==> config.mk <==
export PLATFORM = sky130hd
export DESIGN_NAME = biq_ram
export DESIGN_NICKNAME = d
export VERILOG_FILES = /design/src/rtl/core/multichannel_biquad_iir_filter_core_assert.svh /design/src/rtl/core/biq_ram.sv
export SDC_FILE = /design/constraint.sdc
export NUM_CORES = 2
export LEC_CHECK = 0
export BUFFER_PORTS_ARGS = -buffer_cell sky130_fd_sc_hd__buf_4
export CAP_MARGIN = 15
export CORE_ASPECT_RATIO = 1.25
export CORE_UTILIZATION = 65
export CTS_BUF_LIST = sky130_fd_sc_hd__clkbuf_8
export DETAILED_ROUTE_END_ITERATION = 10
export GPL_ROUTABILITY_DRIVEN = 1
export PLACE_DENSITY = 0.82
export SYNTH_ARGS = -nofsm -noshare
export SYNTH_HDL_FRONTEND = slang
export SYNTH_SLANG_ARGS = --single-unit
==> constraint.sdc <==
create_clock -name clk -period 9.4 [get_ports clk]
set_input_delay 1.88 -clock clk [delete_from_list [all_inputs] [get_ports clk]]
set_output_delay 1.88 -clock clk [all_outputs]
set_load 0.01 [all_outputs]
==> src/rtl/core/multichannel_biquad_iir_filter_core_assert.svh <==
// Assertion macros shared by the biquad filter core RTL.
`ifndef MULTICHANNEL_BIQUAD_IIR_FILTER_CORE_ASSERT_SVH
`define MULTICHANNEL_BIQUAD_IIR_FILTER_CORE_ASSERT_SVH

// Same-cycle implication, disabled while reset is active.
`define BIQ_ASSERT_IMPLY(label, clk, rst_n, ante, cons, msg) \
    label: assert property (@(posedge clk) disable iff (!rst_n) (ante) |-> (cons)) \
        else $error(msg);

// Next-cycle implication, disabled while reset is active.
`define BIQ_ASSERT_NEXT(label, clk, rst_n, ante, cons, msg) \
    label: assert property (@(posedge clk) disable iff (!rst_n) (ante) |=> (cons)) \
        else $error(msg);

`endif

==> src/rtl/core/biq_ram.sv <==
// Generic single-write, single-read RAM with registered read data.
module biq_ram #(
    parameter int WIDTH = 64,
    parameter int DEPTH = 64
) (
    input  logic                                      clk,
    input  logic                                      we,
    input  logic [((DEPTH > 1) ? $clog2(DEPTH) : 1)-1:0] waddr,
    input  logic [WIDTH-1:0]                          wdata,
    input  logic                                      re,
    input  logic [((DEPTH > 1) ? $clog2(DEPTH) : 1)-1:0] raddr,
    output logic [WIDTH-1:0]                          rdata
);

    logic [WIDTH-1:0] mem [DEPTH];

    // Write port.
    always_ff @(posedge clk)
    begin
        if (we)
        begin
            mem[waddr] <= wdata;
        end
    end

    // Read port; the data holds until the next read.
    always_ff @(posedge clk)
    begin
        if (re)
        begin
            rdata <= mem[raddr];
        end
    end

endmodule

==> flow_summary.toml <==
[global_routing]
grt_pass1_wl_mm = 593
grt_pass1_vias = 81459
grt_use_total = 0.355
antenna_found_initial = 28
grt_start_max_net_pins = 149
grt_overflow = 0

[final_layout]
final_common_cell = "edfxtp_1"
syn2layout_area_growth_pct = 10.3
final_layout_size_suffix_gt1_frac = 0.287
nNetsFinal = 7226
final_cell_mix = "4160 x edfxtp_1, 1024 x mux4_2, 600 x clkbuf_8"
final_area_um2 = 173000

[pwr]
cellPowerDensity_nw_per_um2 = 205
ir_worst_vdd_mv = 0.217
total_power_mw = 35.6
p_leak_nw = 54.4

[floorplanning]
rows = 201
die_x_um = 442
start_util = 0.654
die_h_um = 551
core_area_um2 = 240000
io_pins = 143
dieArea_um2 = 244000

[detailed_routing]
finalWirelength_mm = 427
drc = 0
vias = 79702
avgRoutedWirePerCell_um = 39.8
postRouteAntennaNets = 0
drtPass1Iterations = 6
viasPerCell = 7.43
drtIter0Drc = 13606

[timing]
max_freq_mhz = 204
worstMarginPinSlew_ns = 1.28
final_max_slew_viol_count = 0
fin_skew_ns = 0.0642
setup_viol = 0
finalHoldViolations = 0
finalSetupTns_ns = 0
whs_ns = 0.910
rsz0062_at_grt = "false"
period_share = 0.522
layout_min_cycle_time_ns = 4.90
max_slew_margin = 0.148

[synth]
avgSynthCellArea_um2 = 23.8
yosys_warnings = 0
synth-seq-cells = 4160
ys_seq_area_frac = 0.796
synth_fp_nets = 6677
synth_cell_types = 32
synth_area_um2 = 157000
synth_cells = 6598

[worst_setup_path]
crit_type = "in2reg"
cp_max_fo = 148
crit_path_end_kind = "flop"
required_ns = 10.15
cp.arrival_ns = 5.66
startpoint_type = "input port"

[place]
gp_congestion = 0.827
hpwl_mm = 216
post_dp_cell_area_um2 = 162000
portBuffers = 142

[clock_network]
cts-root-buf = "clkbuf_8"
clock_sinks = 4160
cts_setup_buffers = 0
cts-resized-gates = 0
insertion_delay_ns = 1.12
clk_pin_slew_ns = 0.06
cts_buffers = 596
tritoncts = "built"
h-tree-depth = 6
cts_buffer_depth = 4
hold_buffers = 0

[flow_run]
cap_violations = 0

[status]
status = "complete, no violations"

[hold_path]
hp-class = "reg2reg"
## metal layers
metal / GRT usage / wire, um
met4: 0.218 / 30100
met2: 0.557 / 206000
met5: 0 / 111
met1: 0.460 / 129000
met3: 0.0812 / 62000
## stage by stage
stage / util / worst slack [ns] / std cells
after floorplan: - / 2.08 / 6598
after global placement: 0.677 / 3.79 / 9695
after detailed placement: 0.677 / 3.67 / 9695
after CTS: 0.721 / 4.82 / 10703
after global routing: 0.721 / 4.58 / 10712
final: 0.722 / 4.50 / 10729
## power by group
group          internal, mW  switching, mW
registers              20.6         0.0729
clock network          6.36           6.83
logic                 0.641           1.07
## layout make-up
cell class / count / area, um^2
inverters: 19 / 71.3
flip-flops and latches: 4160 / 125000
diodes: 26 / 65.1
fillers: 12240 / 66800
well taps: 3146 / 3940
clock buffers: 600 / 8260
multi-input cells: 2049 / 30800
clock inverters: 408 / 2320
repair buffers: 321 / 2760
## state kept, by name, indices dropped and copies added (netlist names)
register and cells:
rdata 64, mem 4096
## critical path, stage by stage
cell,delay [ns]
buf_8,0.24
buf_12,0.35
nor2_4,0.90
buf_4,0.88
a22oi_1,0.23
and3_1,0.26
a211oi_1,0.47
## synthesized netlist by cell type
cell,count,share of area
a31o_1,1,0.000056
edfxtp_1,4160,0.80
and3_1,64,0.0026
nor3_1,2,0.000064
nor2_1,112,0.0027
buf_6,6,0.00043
nand2b_1,11,0.00044
and2_1,3,0.00012
a22o_1,88,0.0049
buf_2,170,0.0054
a41oi_1,26,0.0015
nand4b_1,1,0.000056
clkbuf_1,140,0.0033
mux2i_1,135,0.0086
inv_1,19,0.00045
o221ai_1,38,0.0021
a2bb2oi_1,19,0.0011
or3_1,29,0.0012
buf_4,34,0.0016
or2_2,28,0.0011
a211oi_1,63,0.0030
nor2b_1,28,0.0011
nand3_1,45,0.0014
or3b_2,1,0.000056
nand3b_1,2,0.000096
mux4_2,1024,0.15
nand2_1,58,0.0014
nand4_1,2,0.000080
o22ai_1,83,0.0033
a31oi_1,18,0.00072
a22oi_1,168,0.0080
buf_1,20,0.00048
## kinds of logic after synthesis
family / count (synthesis) / synth area share
muxes: 1159 / 0.156
DFF: 4160 / 0.796
and+or+nand+nor: 386 / 0.0123
buffers and inverters: 389 / 0.0118
AOI/OAI and AO/OA: 504 / 0.0247
## final timing paths
kind,start,to,slack (ns),cells after the start
setup / recovery,raddr[2],rdata[52],4.50,7
hold / removal,mem[38][2],rdata[2],0.91,4
setup reg to reg,mem[58][52],rdata[52],7.14,5
hold reg to reg,mem[38][2],rdata[2],0.91,4
No activity file was read; power rests on OpenSTA's default activity.
