[src/rtl/core/multichannel_biquad_iir_filter_core_assert.svh]
// Assertion macros shared by the biquad filter core RTL.
`ifndef MULTICHANNEL_BIQUAD_IIR_FILTER_CORE_ASSERT_SVH
`define MULTICHANNEL_BIQUAD_IIR_FILTER_CORE_ASSERT_SVH

// Same-cycle implication, disabled while reset is active.
`define BIQ_ASSERT_IMPLY(label, clk, rst_n, ante, cons, msg) \
    label: assert property (@(posedge clk) disable iff (!rst_n) (ante) |-> (cons)) \
        else $error(msg);

// Next-cycle implication, disabled while reset is active.
`define BIQ_ASSERT_NEXT(label, clk, rst_n, ante, cons, msg) \
    label: assert property (@(posedge clk) disable iff (!rst_n) (ante) |=> (cons)) \
        else $error(msg);

`endif

[src/rtl/core/biq_pkg.sv]
// Shared constants and types of the biquad filter core.
package biq_pkg;

    // Fixed field widths.
    localparam int COEF_BITS  = 16;
    localparam int CHAN_BITS  = 6;
    localparam int CHAN_COUNT = 1 << CHAN_BITS;

    // Defaults for the top-level parameters.
    localparam int CHANNELS_DEF       = 64;
    localparam int SAMPLE_BITS_DEF    = 16;
    localparam int COEF_FRAC_BITS_DEF = 14;

    // Configuration port geometry.
    localparam int APB_ADDR_W = 5;
    localparam int APB_DATA_W = 32;
    localparam int REG_IDX_W  = 3;

    // Register indexes.
    localparam logic [REG_IDX_W-1:0] REG_B0 = 3'd0;
    localparam logic [REG_IDX_W-1:0] REG_B1 = 3'd1;
    localparam logic [REG_IDX_W-1:0] REG_B2 = 3'd2;
    localparam logic [REG_IDX_W-1:0] REG_A1 = 3'd3;
    localparam logic [REG_IDX_W-1:0] REG_A2 = 3'd4;

    // The five filter coefficients, Q2.14 two's complement.
    typedef struct packed {
        logic signed [COEF_BITS-1:0] b0;
        logic signed [COEF_BITS-1:0] b1;
        logic signed [COEF_BITS-1:0] b2;
        logic signed [COEF_BITS-1:0] a1;
        logic signed [COEF_BITS-1:0] a2;
    } coef_set_t;

    // Reset leaves the filter as a unity pass-through.
    localparam coef_set_t COEF_RESET = '{
        b0: 16'sd16384,
        b1: 16'sd0,
        b2: 16'sd0,
        a1: 16'sd0,
        a2: 16'sd0
    };

endpackage

[src/rtl/core/biq_mac.sv]
// Two-stage multiply-accumulate with rounding and saturation.
module biq_mac #(
    parameter int SAMPLE_BITS    = biq_pkg::SAMPLE_BITS_DEF,
    parameter int COEF_FRAC_BITS = biq_pkg::COEF_FRAC_BITS_DEF
) (
    input  logic                          clk,
    input  logic                          prod_en,
    input  biq_pkg::coef_set_t            coefs,
    input  logic signed [SAMPLE_BITS-1:0] x,
    input  logic signed [SAMPLE_BITS-1:0] x1,
    input  logic signed [SAMPLE_BITS-1:0] x2,
    input  logic signed [SAMPLE_BITS-1:0] y1,
    input  logic signed [SAMPLE_BITS-1:0] y2,
    output logic signed [SAMPLE_BITS-1:0] y,
    output logic                          clip
);

    import biq_pkg::*;

    localparam int PROD_W = SAMPLE_BITS + COEF_BITS;
    localparam int ACC_W  = (PROD_W + 4 > COEF_FRAC_BITS + 2) ? PROD_W + 4
                                                              : COEF_FRAC_BITS + 2;

    localparam logic signed [ACC_W-1:0] ROUND_ONE =
        {{(ACC_W-1){1'b0}}, 1'b1} << (COEF_FRAC_BITS - 1);
    localparam logic signed [ACC_W-1:0] SAT_MAX =
        {{(ACC_W-SAMPLE_BITS+1){1'b0}}, {(SAMPLE_BITS-1){1'b1}}};
    localparam logic signed [ACC_W-1:0] SAT_MIN =
        {{(ACC_W-SAMPLE_BITS+1){1'b1}}, {(SAMPLE_BITS-1){1'b0}}};

    logic signed [PROD_W-1:0] p0_reg;
    logic signed [PROD_W-1:0] p1_reg;
    logic signed [PROD_W-1:0] p2_reg;
    logic signed [PROD_W-1:0] p3_reg;
    logic signed [PROD_W-1:0] p4_reg;
    logic signed [ACC_W-1:0]  acc;
    logic signed [ACC_W-1:0]  q_full;
    logic                     clip_hi;
    logic                     clip_lo;

    // First stage: one multiplier per tap, products registered.
    always_ff @(posedge clk)
    begin
        if (prod_en)
        begin
            p0_reg <= coefs.b0 * x;
            p1_reg <= coefs.b1 * x1;
            p2_reg <= coefs.b2 * x2;
            p3_reg <= coefs.a1 * y1;
            p4_reg <= coefs.a2 * y2;
        end
    end

    // Second stage: exact sum, round to nearest with ties upward, floor shift.
    assign acc = ACC_W'(p0_reg) + ACC_W'(p1_reg) + ACC_W'(p2_reg)
               - ACC_W'(p3_reg) - ACC_W'(p4_reg) + ROUND_ONE;
    assign q_full = acc >>> COEF_FRAC_BITS;

    // Saturate to the signed sample range and flag it.
    assign clip_hi = (q_full > SAT_MAX);
    assign clip_lo = (q_full < SAT_MIN);
    assign clip    = clip_hi || clip_lo;

    always_comb
    begin
        if (clip_hi)
        begin
            y = SAT_MAX[SAMPLE_BITS-1:0];
        end
        else if (clip_lo)
        begin
            y = SAT_MIN[SAMPLE_BITS-1:0];
        end
        else
        begin
            y = q_full[SAMPLE_BITS-1:0];
        end
    end

endmodule

[config.mk]
export PLATFORM = sky130hd
export DESIGN_NAME = biq_mac
export DESIGN_NICKNAME = d
export VERILOG_FILES = /design/src/rtl/core/multichannel_biquad_iir_filter_core_assert.svh /design/src/rtl/core/biq_pkg.sv /design/src/rtl/core/biq_mac.sv
export SDC_FILE = /design/constraint.sdc
export NUM_CORES = 2
export LEC_CHECK = 0
export ABC_AREA = 0
export BUFFER_PORTS_ARGS = -buffer_cell sky130_fd_sc_hd__buf_2
export CAP_MARGIN = 5
export CELL_PAD_IN_SITES_DETAIL_PLACEMENT = 1
export CELL_PAD_IN_SITES_GLOBAL_PLACEMENT = 1
export CORE_AREA = 2 2 496 301
export DETAILED_ROUTE_END_ITERATION = 6
export DIE_AREA = 0 0 498 303
export PLACE_DENSITY_LB_ADDON = 0.1
export SYNTH_ARGS = -nofsm -noshare
export SYNTH_HDL_FRONTEND = slang
export SYNTH_SLANG_ARGS = --single-unit
[constraint.sdc]
create_clock -name clk -period 20.6 [get_ports clk]
set_input_delay 2.06 -clock clk [delete_from_list [all_inputs] [get_ports clk]]
set_output_delay 2.06 -clock clk [all_outputs]
set_load 0.02 [all_outputs]
==> summary.txt <==
Yosys
  • Syn. warnings: 0
  • Post-Syn Nets: 8,163
  • Number of synthesized flops with an enable pin: 160
  • Syn avg cell area: around 9.5 um^2
  • Sequential share of the synthesized area: 0.0827
  • Synth Register Bits: 160
  • Main synth FF type: edfxtp_1
  • Async SR Flop Fraction: 0
  • Post-Syn Area: 58,100 um^2
  • Distinct cell type count after synthesis: 78
  • Syn Inst Count: 6,120

Critical path
  • CP required: 20.89 ns
  • Kind of end point of the critical path: register
  • Max FO, Critical Path: 16
  • Type of origin of the critical path: primary input
  • Path type of the worst setup path: in -> reg
  • Crit path arrival time: slightly below 9 ns
  • Worst Setup SP: coefs[59]

Die
  • Chip Height: 303 um
  • Initial Util: 0.397
  • Rows: about 110
  • Core Area: 146,000 um^2
  • I/O pins: 179
  • Chip Width: 498 um
  • Die area: 151,000 um^2

Clocking
  • Setup Buffers After CTS: 0
  • TritonCTS clock tree: done
  • H-tree depth: 4
  • Hold Buf Count CTS: 0
  • Num CTS Buffers: 17
  • Clock buffer depth: 2
  • Post-cts resize count: 0
  • Clk pin slew, worst setup/hold paths: 0.07 ns
  • CTS Root Cell: clkbuf_16
  • Clock sink count: 160

Final layout
  • Layout area overhead: 5.59%
  • Layout cell share with drive strength beyond 1: 0.0388
  • Finished Cell Area: just over 60,000 um^2
  • Total Nets Final: approximately 8,000

Routing
  • DRT antenna net count: 0
  • Initial drt markers: 2,180
  • WL/cell: 21.0 um
  • WL final: ~170 mm
  • Vias: 39,700
  • Pre-antenna DRT Iters: 6
  • Routed vias/inst: ~4.9
  • DR DRC count: 0

Hold path
  • Hold Crit Class: in -> reg
  • Hold path start: x1[0]

Timing
  • RSZ-0062 raised after global routing: no
  • Worst-margin pin slew: 1.06 ns
  • Tcrit/Tclk final: 0.420
  • Final hold viol count: 0
  • Setup_tns: 0 ns
  • Setup Viol. Count Final: 0
  • Fmax: 0.116 GHz
  • Fin crit period: 8.64 ns
  • Setup WS post-layout: 11.96 ns
  • Max Slew Vio Count: 0
  • Slew margin rel.: 0.291

Placement
  • Post-DP Area: 60,800 um^2
  • Buffers on Ports: between 150 and 200
  • Pre-CTS setup slack: 11.63 ns
  • Gpl congestion: 0.864
  • DP HPWL: roughly 150 mm

GRT
  • Pin count of the biggest net entering global routing: 100
  • GRT Util Overall: 0.235
  • Initial antenna violation count: 5
  • Vias in the first global route: 44,400
  • First-pass GRT wire length: 272 mm
  • Gr ovfl total: 0

Flow run
  • Max Cap Viol: 0

Status
  • Status: finished clean
==> cell type report <==
cell class	count	area, um^2
Antenna cell	1	2.50
Timing Repair Buffer	179	905
Tap cell	1942	2430
Fill cell	16800	85000
Sequential cell	160	4800
Clock buffer	20	437
Inverter	1691	6350
Clock inverter	11	131
Multi-Input combinational cell	4099	46300
==> routing by layer <==
metal,vias to the layer above,part of all wire,track usage
met1,20900,0.54,0.391
met3,55,0.051,0.0320
met5,-,0.000076,0
met2,755,0.40,0.331
met4,2,0.0060,0.0205
li1,18000,-,-
==> Yosys cell counts, types with 11 or more instances <==
cell type / number / share of area
nand2_1: 800 / 0.052
a21oi_1: 119 / 0.010
nor2_1: 121 / 0.0078
a211oi_1: 11 / 0.0014
o21bai_1: 29 / 0.0037
o21a_1: 19 / 0.0025
clkbuf_1: 166 / 0.011
nor3_1: 33 / 0.0028
a31oi_1: 12 / 0.0013
o21ai_0: 61 / 0.0053
nor2b_1: 24 / 0.0026
inv_1: 1687 / 0.11
ha_1: 475 / 0.10
nand3_1: 37 / 0.0032
edfxtp_1: 160 / 0.083
xnor2_1: 149 / 0.022
and2_1: 473 / 0.051
and3_1: 20 / 0.0022
nand2b_1: 52 / 0.0056
fa_1: 1406 / 0.48
a21o_1: 80 / 0.010
xor2_1: 37 / 0.0056
==> critical path: stages <==
cell and delay (ns):
buf_2 0.38, nand2_1 0.15, fa_1 0.55, inv_1 0.05, fa_1 0.52, inv_1 0.05
fa_1 0.47, fa_1 0.54, inv_1 0.05, fa_1 0.49, fa_1 0.41, ha_1 0.37
a21o_1 0.19, a21o_1 0.18, a211o_1 0.41, a21oi_1 0.51, o2111ai_1 0.40, a21bo_2 0.32
a41oi_1 0.33, a211o_1 0.25, nor2_1 0.06, a211oi_1 0.17
==> kinds of logic after synthesis <==
group                      after synthesis  synth area share
xor gates and xnor gates               186            0.0280
adders and majority gates             1881             0.587
AOI/OAI and AO/OA                      429            0.0502
DFF                                    160            0.0827
and+or+nand+nor                       1600             0.132
buffers and inverters                 1861             0.120
muxes                                    3          0.000538
==> worst paths after layout <==
check,endpoint,cells after the start
setup / recovery,p1_reg[31]$_DFFE_PP_,22
hold / removal,p1_reg[0]$_DFFE_PP_,2
==> layout by cell type (no fill, tap or decap), types with 5 or more instances in the layout <==
master and instances:
inv_1 1687, fa_1 1406, nand2_1 800, ha_1 475, and2_1 473, buf_2 177, edfxtp_1 160, xnor2_1 149
nor2_1 121, a21oi_1 119, a21o_1 80, o21ai_0 61, nand2b_1 52, nand3_1 37, xor2_1 37, nor3_1 33
o21bai_1 29, nor2b_1 24, and3_1 20, o21a_1 19, clkbuf_16 17, a31oi_1 12, a211oi_1 11, nand4_1 9
o211ai_1 9, a211o_1 9, o21ai_1 7, or3_1 7, o2111ai_1 6, nand3b_1 6, or2_2 5
==> per-stage QoR <==
step                hold slack (ns)  utilization  instances
floorplan                      2.17            -       6120
global placement               2.69        0.416       8071
detailed placement             2.66        0.416       8071
CTS                            2.18        0.419       8102
global route                   2.19        0.419       8102
finish                         2.19        0.419       8103
Power is not shown: default switching activity piles up to over one toggle a cycle in this logic, so the estimate is an artifact.
