`config.mk`:
```
export PLATFORM = sky130hd
export DESIGN_NAME = biq_regs
export DESIGN_NICKNAME = d
export VERILOG_FILES = /design/src/rtl/core/multichannel_biquad_iir_filter_core_assert.svh /design/src/rtl/core/biq_pkg.sv /design/src/rtl/core/biq_regs.sv
export SDC_FILE = /design/constraint.sdc
export NUM_CORES = 1
export LEC_CHECK = 0
export ABC_CLOCK_PERIOD_IN_PS = 1950
export BUFFER_PORTS_ARGS = -buffer_cell sky130_fd_sc_hd__buf_2
export CAP_MARGIN = 0
export CORE_ASPECT_RATIO = 2
export CORE_MARGIN = 5
export CORE_UTILIZATION = 44
export DETAILED_ROUTE_END_ITERATION = 8
export HOLD_SLACK_MARGIN = 0.1
export PLACE_DENSITY_LB_ADDON = 0.12
export SYNTH_ARGS = -nofsm -noshare
export SYNTH_HDL_FRONTEND = slang
export SYNTH_SLANG_ARGS = --single-unit
```
`constraint.sdc`:
```
create_clock -name clk -period 1.95 [get_ports clk]
set_input_delay 0.39 -clock clk [delete_from_list [all_inputs] [get_ports clk]]
set_output_delay 0.39 -clock clk [all_outputs]
set_load 0.05 [all_outputs]
```
`src/rtl/core/multichannel_biquad_iir_filter_core_assert.svh`:
```
// Assertion macros shared by the biquad filter core RTL.
`ifndef MULTICHANNEL_BIQUAD_IIR_FILTER_CORE_ASSERT_SVH
`define MULTICHANNEL_BIQUAD_IIR_FILTER_CORE_ASSERT_SVH

// Same-cycle implication, disabled while reset is active.
`define BIQ_ASSERT_IMPLY(label, clk, rst_n, ante, cons, msg) \
    label: assert property (@(posedge clk) disable iff (!rst_n) (ante) |-> (cons)) \
        else $error(msg);

// Next-cycle implication, disabled while reset is active.
`define BIQ_ASSERT_NEXT(label, clk, rst_n, ante, cons, msg) \
    label: assert property (@(posedge clk) disable iff (!rst_n) (ante) |=> (cons)) \
        else $error(msg);

`endif

```
`src/rtl/core/biq_pkg.sv`:
```
// Shared constants and types of the biquad filter core.
package biq_pkg;

    // Fixed field widths.
    localparam int COEF_BITS  = 16;
    localparam int CHAN_BITS  = 6;
    localparam int CHAN_COUNT = 1 << CHAN_BITS;

    // Defaults for the top-level parameters.
    localparam int CHANNELS_DEF       = 64;
    localparam int SAMPLE_BITS_DEF    = 16;
    localparam int COEF_FRAC_BITS_DEF = 14;

    // Configuration port geometry.
    localparam int APB_ADDR_W = 5;
    localparam int APB_DATA_W = 32;
    localparam int REG_IDX_W  = 3;

    // Register indexes.
    localparam logic [REG_IDX_W-1:0] REG_B0 = 3'd0;
    localparam logic [REG_IDX_W-1:0] REG_B1 = 3'd1;
    localparam logic [REG_IDX_W-1:0] REG_B2 = 3'd2;
    localparam logic [REG_IDX_W-1:0] REG_A1 = 3'd3;
    localparam logic [REG_IDX_W-1:0] REG_A2 = 3'd4;

    // The five filter coefficients, Q2.14 two's complement.
    typedef struct packed {
        logic signed [COEF_BITS-1:0] b0;
        logic signed [COEF_BITS-1:0] b1;
        logic signed [COEF_BITS-1:0] b2;
        logic signed [COEF_BITS-1:0] a1;
        logic signed [COEF_BITS-1:0] a2;
    } coef_set_t;

    // Reset leaves the filter as a unity pass-through.
    localparam coef_set_t COEF_RESET = '{
        b0: 16'sd16384,
        b1: 16'sd0,
        b2: 16'sd0,
        a1: 16'sd0,
        a2: 16'sd0
    };

endpackage

```
`src/rtl/core/biq_regs.sv`:
```
// Coefficient registers behind the APB-style configuration port.
module biq_regs (
    input  logic                              clk,
    input  logic                              rst_n,
    input  logic                              psel,
    input  logic                              penable,
    input  logic                              pwrite,
    input  logic [biq_pkg::APB_ADDR_W-1:0]    paddr,
    input  logic [biq_pkg::APB_DATA_W-1:0]    pwdata,
    output logic [biq_pkg::APB_DATA_W-1:0]    prdata,
    output logic                              pready,
    output biq_pkg::coef_set_t                coefs
);

    import biq_pkg::*;

    coef_set_t             coefs_reg;
    coef_set_t             coefs_next;
    logic [REG_IDX_W-1:0]  reg_idx;
    logic                  wr_xfer;
    logic signed [COEF_BITS-1:0] rd_coef;

    assign pready  = 1'b1;
    assign reg_idx = paddr[APB_ADDR_W-1:2];
    assign wr_xfer = psel && penable && pwrite && pready;

    // Register write decode; writes beyond the last register are dropped.
    always_comb
    begin
        coefs_next = coefs_reg;
        if (wr_xfer)
        begin
            case (reg_idx)
                REG_B0:  coefs_next.b0 = pwdata[COEF_BITS-1:0];
                REG_B1:  coefs_next.b1 = pwdata[COEF_BITS-1:0];
                REG_B2:  coefs_next.b2 = pwdata[COEF_BITS-1:0];
                REG_A1:  coefs_next.a1 = pwdata[COEF_BITS-1:0];
                REG_A2:  coefs_next.a2 = pwdata[COEF_BITS-1:0];
                default: coefs_next = coefs_reg;
            endcase
        end
    end

    always_ff @(posedge clk or negedge rst_n)
    begin
        if (!rst_n)
        begin
            coefs_reg <= COEF_RESET;
        end
        else
        begin
            coefs_reg <= coefs_next;
        end
    end

    // Read mux; the coefficient comes back sign-extended.
    always_comb
    begin
        case (reg_idx)
            REG_B0:  rd_coef = coefs_reg.b0;
            REG_B1:  rd_coef = coefs_reg.b1;
            REG_B2:  rd_coef = coefs_reg.b2;
            REG_A1:  rd_coef = coefs_reg.a1;
            REG_A2:  rd_coef = coefs_reg.a2;
            default: rd_coef = '0;
        endcase
    end

    assign prdata = APB_DATA_W'(rd_coef);
    assign coefs  = coefs_reg;

endmodule

```
==> reports/metrics.cfg, run 1 <==
[status]
status=finished, violations left
violations=negative setup slack

[worst_setup_path]
required_ps=1560
crit_chain=buf_12 -> buf_6 -> nor2b_4 -> nor2b_4 -> buf_6 -> a221o_4 -> buf_8
rrSetupSlack_ps=1050
end_kind=primary output
crit_buf_inv=4
crit_fanout=5
critPathKind=input port to primary output
worstPathArrival_ps=1680
crit_slowest_cell=a221o_4
cp-start-kind=input port
path_delay_family=buffers and inverters
crit_path_max_incr_delay_ps=490

[layout]
drive_gt1_frac=0.720
finalInstanceArea_um2=5510
syn_to_final_growth_pct=43.0
filler_cell_count=666
antenna_cells=0
layout.nets=469
fin_cells=532
largest_reg_flops=80
utilization=0.641

[timing]
drv_slew=0
layout_setup_ws_ps=-115
fin_crit_sh=1.06
rsz0062_at_grt=true
setup_viol=17
clock.fmax_ghz=0.484
fin_crit_ps=2070
hold_violations=0
skew_ps=0

[clocking]
clock_latency_ps=330
cts_sinks=80
clockRootBuffer=clkbuf_16
path_clk_slew_ps=60
cts_max_level=3
cts_tree=done
clk_path_buf_depth=2
numCtsBuffers=9

[die]
die_h_um=142
start_util=0.448
coreArea_um2=8590
fp-row-count=48
die-width_um=76.1
io_pins=155
die_area_um2=10800

[synthesis]
yosysTopAreaCellShare=0.513
avgSynthCellArea_um2=14.3
ys_seq_area_frac=0.520
synth_area_um2=3850
yosys_warnings=0
yosys.area.top_type=dfrtp_1
synthesis.nets=312
ys_top_cells_by_area=dfrtp_1, mux2_2, buf_4
synth.distinct_cells=27
synth-seq-cells=80
synth_cells=270

[power_and_ir_drop]
max-vdd-ir-drop_mv=0.679
p_leak_uw=0.00279
power.density_nw_per_um2=1270
power.total_uw=7010

[drt]
first_pass_iters=4
num_vias=2874
postRouteAntennaNets=0
wl_per_cell_um=20.3
drt_wl_total_um=10800
drtIter0Drc=137
vias_per_cell=5.40
drcViolationCount=0

[global_routing]
grt_max_degree=51
grt_pass1_vias=3123
antenna_found_initial=0
grt_pass1_wl_um=16900
gr-total-overflow=0
track_usage=0.198

[run]
cap_violations=0

[placed_design]
dp_hpwl_um=7600
dp_slack_ps=-318
postPlaceCellArea_um2=4720
dp_cells=501
gp_congestion=0.749
io_buffers=135

[worst_hold_path]
hp-class=input port to flop

## layer usage
metal | global-route usage | routed length, um | part of all wire | up-vias
li1 | - | - | - | 1291
met1 | 0.225 | 4040 | 0.37 | 1471
met2 | 0.348 | 5980 | 0.55 | 91
met3 | 0.0564 | 552 | 0.051 | 21
met4 | 0.0802 | 241 | 0.022 | 0
met5 | 0 | 0 | 0 | -
## through the flow
step | setup TNS (ps) | hold WS (ps)
3_3_place_gp | -7700 | 352
2_1_floorplan | -392 | 94.4
5_1_grt | -2340 | 337
3_5_place_dp | -8770 | 356
6_report | -1630 | 340
4_1_cts | -1740 | 332
## layout by cell type (no fill, tap or decap)
cell type and instances:
mux2_2 92, nand4b_4 1, conb_1 1, nor2_1 14, nor3b_4 2, nor2b_4 2
o32ai_1 1, dlygate4sd3_1 1, nand2_1 2, buf_8 16, mux2_4 2, clkbuf_16 9
buf_12 6, a221o_1 3, a221o_4 2, a221o_2 11, nor2_4 2, nand2b_4 1
buf_2 100, clkbuf_1 1, a21o_1 1, nor3b_1 1, mux2_1 1, mux2i_1 16
clkbuf_8 4, buf_6 21, o22ai_2 1, nor3_4 2, nand4_1 1, bufinv_16 1
buf_4 31, dfrtp_1 77, a21oi_2 1, dfstp_2 1, dfrtp_2 2, a2bb2oi_1 1
clkinv_2 1
## final timing paths
kind | start | end | cells after the start
worst max-delay path | paddr[3] | prdata[24] | 7
worst min-delay path | pwdata[12] | coefs[28] | 2
worst max register to register | coefs[1] | coefs[1] | 2
worst min register to register | coefs[23] | coefs[23] | 1
max in group asynchronous | rst_n | coefs[78] | 3
min in group asynchronous | rst_n | coefs[76] | 2
## repair_timing
item,CTS,global route
pin swaps,8,11
setup buffers,3,8
setup endpoints to repair,32,31
resized for setup,82,18
hold buffers,1,0
hold endpoints to repair,30,0
cloned,3,0
## power breakdown
group / leakage, uW / internal [uW] / switching (uW) / total [uW]
clock: 0.000159 / 1130 / 631 / 1760
combinational: 0.00161 / 949 / 2070 / 3020
sequential: 0.00102 / 1990 / 243 / 2230
## worst register-to-register path: cells and delay by family, from the launching register on
kind,cells,cell delay (ps)
flops,1,390
mux,1,260
buf+inv,1,140
## cells in the mapped netlist
master     count
nor2_1        15
nand4_1        1
dfstp_2        1
nor2_4         1
nor3b_4        2
a221o_1       14
mux2_2        94
nor2b_2        1
nor2b_1        1
nand2b_1       1
mux2i_1       16
a21oi_1        1
o22ai_1        1
buf_6          2
a2bb2oi_1      1
buf_8          1
mux2_1         1
nor3b_1        1
buf_4         22
a21o_1         1
conb_1         1
nand4b_4       1
buf_2          6
nand2_1        2
nor3_4         2
o32ai_1        1
dfrtp_1       79
## final cells by class
class / count / area, um2 / share of cell area
Timing Repair Buffer: 175 / 1340 / 0.243
Clock inverter: 2 / 35.0 / 0.00636
Tap cell: 100 / 125 / 0.0227
Clock buffer: 14 / 284 / 0.0516
Multi-Input combinational cell: 161 / 1720 / 0.312
Sequential cell: 80 / 2010 / 0.364
## kinds of logic after synthesis
kind of cell,Yosys count,synth area share
and+or+nand+nor,28,0.0530
AOI/OAI and AO/OA,19,0.0458
DFF,80,0.520
buffers and inverters,31,0.0604
other,1,0.000974
muxes,111,0.319
Note: power is estimated with default switching activity, not from simulation.
==> run 2: changes to the inputs <==
SKIP_CTS_REPAIR_TIMING = 1   (was not set)
==> reports/metrics.cfg, run 2 (synthesis gave the netlist of run 1 again) <==
[clocking]
clockRootBuffer=clkbuf_16
cts_max_level=3
path_clk_slew_ps=60
numCtsBuffers=9
clock_latency_ps=330
clk_path_buf_depth=2
cts_tree=done
cts_sinks=80

[worst_setup_path]
worstPathArrival_ps=1700
end_kind=primary output
crit_fanout=8
critPathKind=input port to primary output
cp-start-kind=input port
required_ps=1560

[timing]
drv_slew=0
skew_ps=0
finalSetupTns_ps=-2370
layout_setup_ws_ps=-137
hold_violations=0
fin_crit_sh=1.07
fin_crit_ps=2090
setup_viol=27
clock.fmax_ghz=0.479
rsz0062_at_grt=true
holdWs_ps=336

[drt]
first_pass_iters=4
wl_per_cell_um=20.4
drt_wl_total_um=10600
vias_per_cell=5.44
drcViolationCount=0
num_vias=2832
postRouteAntennaNets=0
drtIter0Drc=145

[layout]
utilization=0.619
filler_cell_count=692
multi_input_area_um2=1700
mostFrequentLayoutCell=buf_2
layout_common_cells=buf_2, mux2_2, dfrtp_1
finalInstanceArea_um2=5320
layout.nets=458
largest_reg_flops=80
register_area_um2=2010
syn_to_final_growth_pct=38.1
drive_gt1_frac=0.715
antenna_cells=0

[status]
violations=negative setup slack
status=finished, violations left

[die]
io_pins=155
coreArea_um2=8590
die-width_um=76.1
start_util=0.448
die_area_um2=10800
die_h_um=142
fp-row-count=48

[worst_hold_path]
hp-class=input port to flop

[global_routing]
grt_pass1_wl_um=16200
antenna_found_initial=0
track_usage=0.191
grt_pass1_vias=2987
gr-total-overflow=0
grt_max_degree=51

[power_and_ir_drop]
p_leak_uw=0.00270
power.total_uw=6880
max-vdd-ir-drop_mv=0.670
power.density_nw_per_um2=1290

[placed_design]
gp_congestion=0.749
io_buffers=135
dp_hpwl_um=7600
postPlaceCellArea_um2=4720

[run]
cap_violations=0

## run 2: changes by cell type in the layout (fill, tap and decap cells not counted), sizes merged
cell    before  now
buf        174  161
clkbuf      14   16
## run 2: critical path, cell delays in order
cell      delay [ps]
clkbuf_4         180
buf_12           140
mux2_4           320
a221o_2          440
buf_4            220
## run 2: power by group
group          switching (uW)  internal [uW]  leakage [uW]  total (uW)
Clock                     634           1130      0.000159        1760
Sequential                245           1990       0.00102        2240
Combinational            2030            845       0.00152        2880
## run 2: final timing paths
check / to / start / cells past startpoint / slack (ps)
worst max-delay path: prdata[23] / paddr[4] / 5 / -140
worst min-delay path: coefs[28] / pwdata[12] / 2 / 340
worst max register to register: coefs[47] / coefs[47] / 1 / 1120
worst min register to register: coefs[13] / coefs[13] / 1 / 530
max in group asynchronous: coefs[78] / rst_n / 3 / 760
min in group asynchronous: coefs[76] / rst_n / 2 / 530
## run 2: area by class of cell
type / count / share of cell area
sequential: 80 / 0.377
multi-input combinational: 161 / 0.321
timing repair buffer: 164 / 0.219
clock buffer: 14 / 0.0534
tap: 100 / 0.0235
clock inverter: 2 / 0.00659
## run 2: per-stage QoR
step                setup slack, ps  std cells
detailed placement             -318        501
floorplan                     -26.1        270
global route                   -178        521
global placement               -286        501
CTS                            -323        517
finish                         -137        521
## run 2: metal layers
| layer | wire length [um] | GRT usage | up-vias | share of wire |
|---|---|---|---|---|
| met2 | 5920 | 0.341 | 87 | 0.56 |
| met5 | 0 | 0 | - | 0 |
| met4 | 176 | 0.0700 | 0 | 0.017 |
| met3 | 512 | 0.0494 | 12 | 0.048 |
| met1 | 4040 | 0.218 | 1463 | 0.38 |
| li1 | - | - | 1270 | - |
==> run 3: changes to the inputs <==
CORE_UTILIZATION = 41   (was 44)
==> reports/metrics.cfg, run 3 (synthesis gave the netlist of run 1 again) <==
[timing]
skew_ps=0
finalSetupTns_ps=-1650
clock.fmax_ghz=0.491
rsz0062_at_grt=true
fin_crit_sh=1.04
layout_setup_ws_ps=-84.8
setup_viol=26
fin_crit_ps=2030
drv_slew=0
hold_violations=0

[drt]
dr_wl_met3_um=607
drtIter0Drc=87
wl_met2_um=5570
first_pass_iters=4
drt-met1-wl_um=4100
vias_per_cell=5.29
wl_per_cell_um=19.9
postRouteAntennaNets=0
drt_wl_total_um=10500
num_vias=2798
drcViolationCount=0
top_layer=met4

[worst_setup_path]
cp-start-kind=flop
end_kind=primary output
crit_slowest_cell=a221o_2
crit_chain=mux2_4 -> a221o_2 -> buf_4
worstPathArrival_ps=1640
crit_buf_inv=1
crit_path_max_incr_delay_ps=410
critPathKind=flop to primary output
path_delay_family=compound AO/OA/AOI/OAI gates
required_ps=1560
crit_fanout=8

[global_routing]
track_usage=0.188
grt_pass1_vias=3093
grt_max_degree=35
gr-total-overflow=0
antenna_found_initial=0
grt_pass1_wl_um=16700

[die]
coreArea_um2=9260
io_pins=155
die_h_um=147
fp-row-count=50
die_area_um2=11500
die-width_um=78.5
start_util=0.416

[layout]
syn_to_final_growth_pct=35.0
largest_reg_flops=80
antenna_cells=0
layout.nets=462
drive_gt1_frac=0.699
layout_common_cells=buf_2, mux2_2, dfrtp_1
utilization=0.561
mostFrequentLayoutCell=buf_2
filler_cell_count=817

[clocking]
clk_path_buf_depth=2
clock_latency_ps=330
clockRootBuffer=clkbuf_16
cts_tree=done
cts_sinks=80
numCtsBuffers=9
cts_max_level=3
path_clk_slew_ps=60

[power_and_ir_drop]
p_leak_uw=0.00267
max-vdd-ir-drop_mv=0.646
power.total_uw=6600
power.density_nw_per_um2=1270

[placed_design]
gp_congestion=0.740
io_buffers=135
dp_hpwl_um=7830

[status]
status=finished, violations left
violations=negative setup slack

[worst_hold_path]
hp-class=input port to flop

[run]
cap_violations=0

-- run 3: routing by layer --
layer | vias to the layer above | track usage
li1 | 1279 | -
met1 | 1399 | 0.216
met2 | 102 | 0.328
met3 | 18 | 0.0393
met4 | 0 | 0.0858
met5 | - | 0
-- run 3: per-stage QoR --
| stage | std cells | worst slack (ps) | hold WS (ps) | area (um2) |
|---|---|---|---|---|
| after floorplan | 270 | -26.1 | 94.4 | 3920 |
| after global placement | 508 | -153 | 309 | 4770 |
| after detailed placement | 508 | -158 | 316 | 4770 |
| after CTS | 524 | -167 | -45.2 | 5050 |
| after global routing | 529 | -133 | 344 | 5200 |
| final | 529 | -84.8 | 340 | 5200 |
-- run 3: cell type report --
class                      count  area, um2  share of cell area
clock inverter                 1       5.00            0.000963
timing repair buffer         169       1130               0.217
sequential                    80       2010               0.386
tap                          104        130              0.0250
clock buffer                  15        268              0.0515
multi-input combinational    160       1660               0.320
-- run 3: where the power goes --
group / total (uW) / leakage (uW) / internal, uW / switching (uW)
Sequential: 2240 / 0.00102 / 1990 / 249
Combinational: 2810 / 0.00151 / 803 / 2010
Clock: 1550 / 0.000134 / 932 / 620
-- run 3: worst paths after layout --
path	from	end	slack, ps	cells past startpoint
max	coefs[79]	prdata[18]	-80	3
min	pwdata[12]	coefs[28]	340	2
max reg2reg	coefs[47]	coefs[47]	1150	1
min reg2reg	coefs[73]	coefs[73]	520	1
max in group asynchronous	rst_n	coefs[27]	790	3
min in group asynchronous	rst_n	coefs[8]	500	2
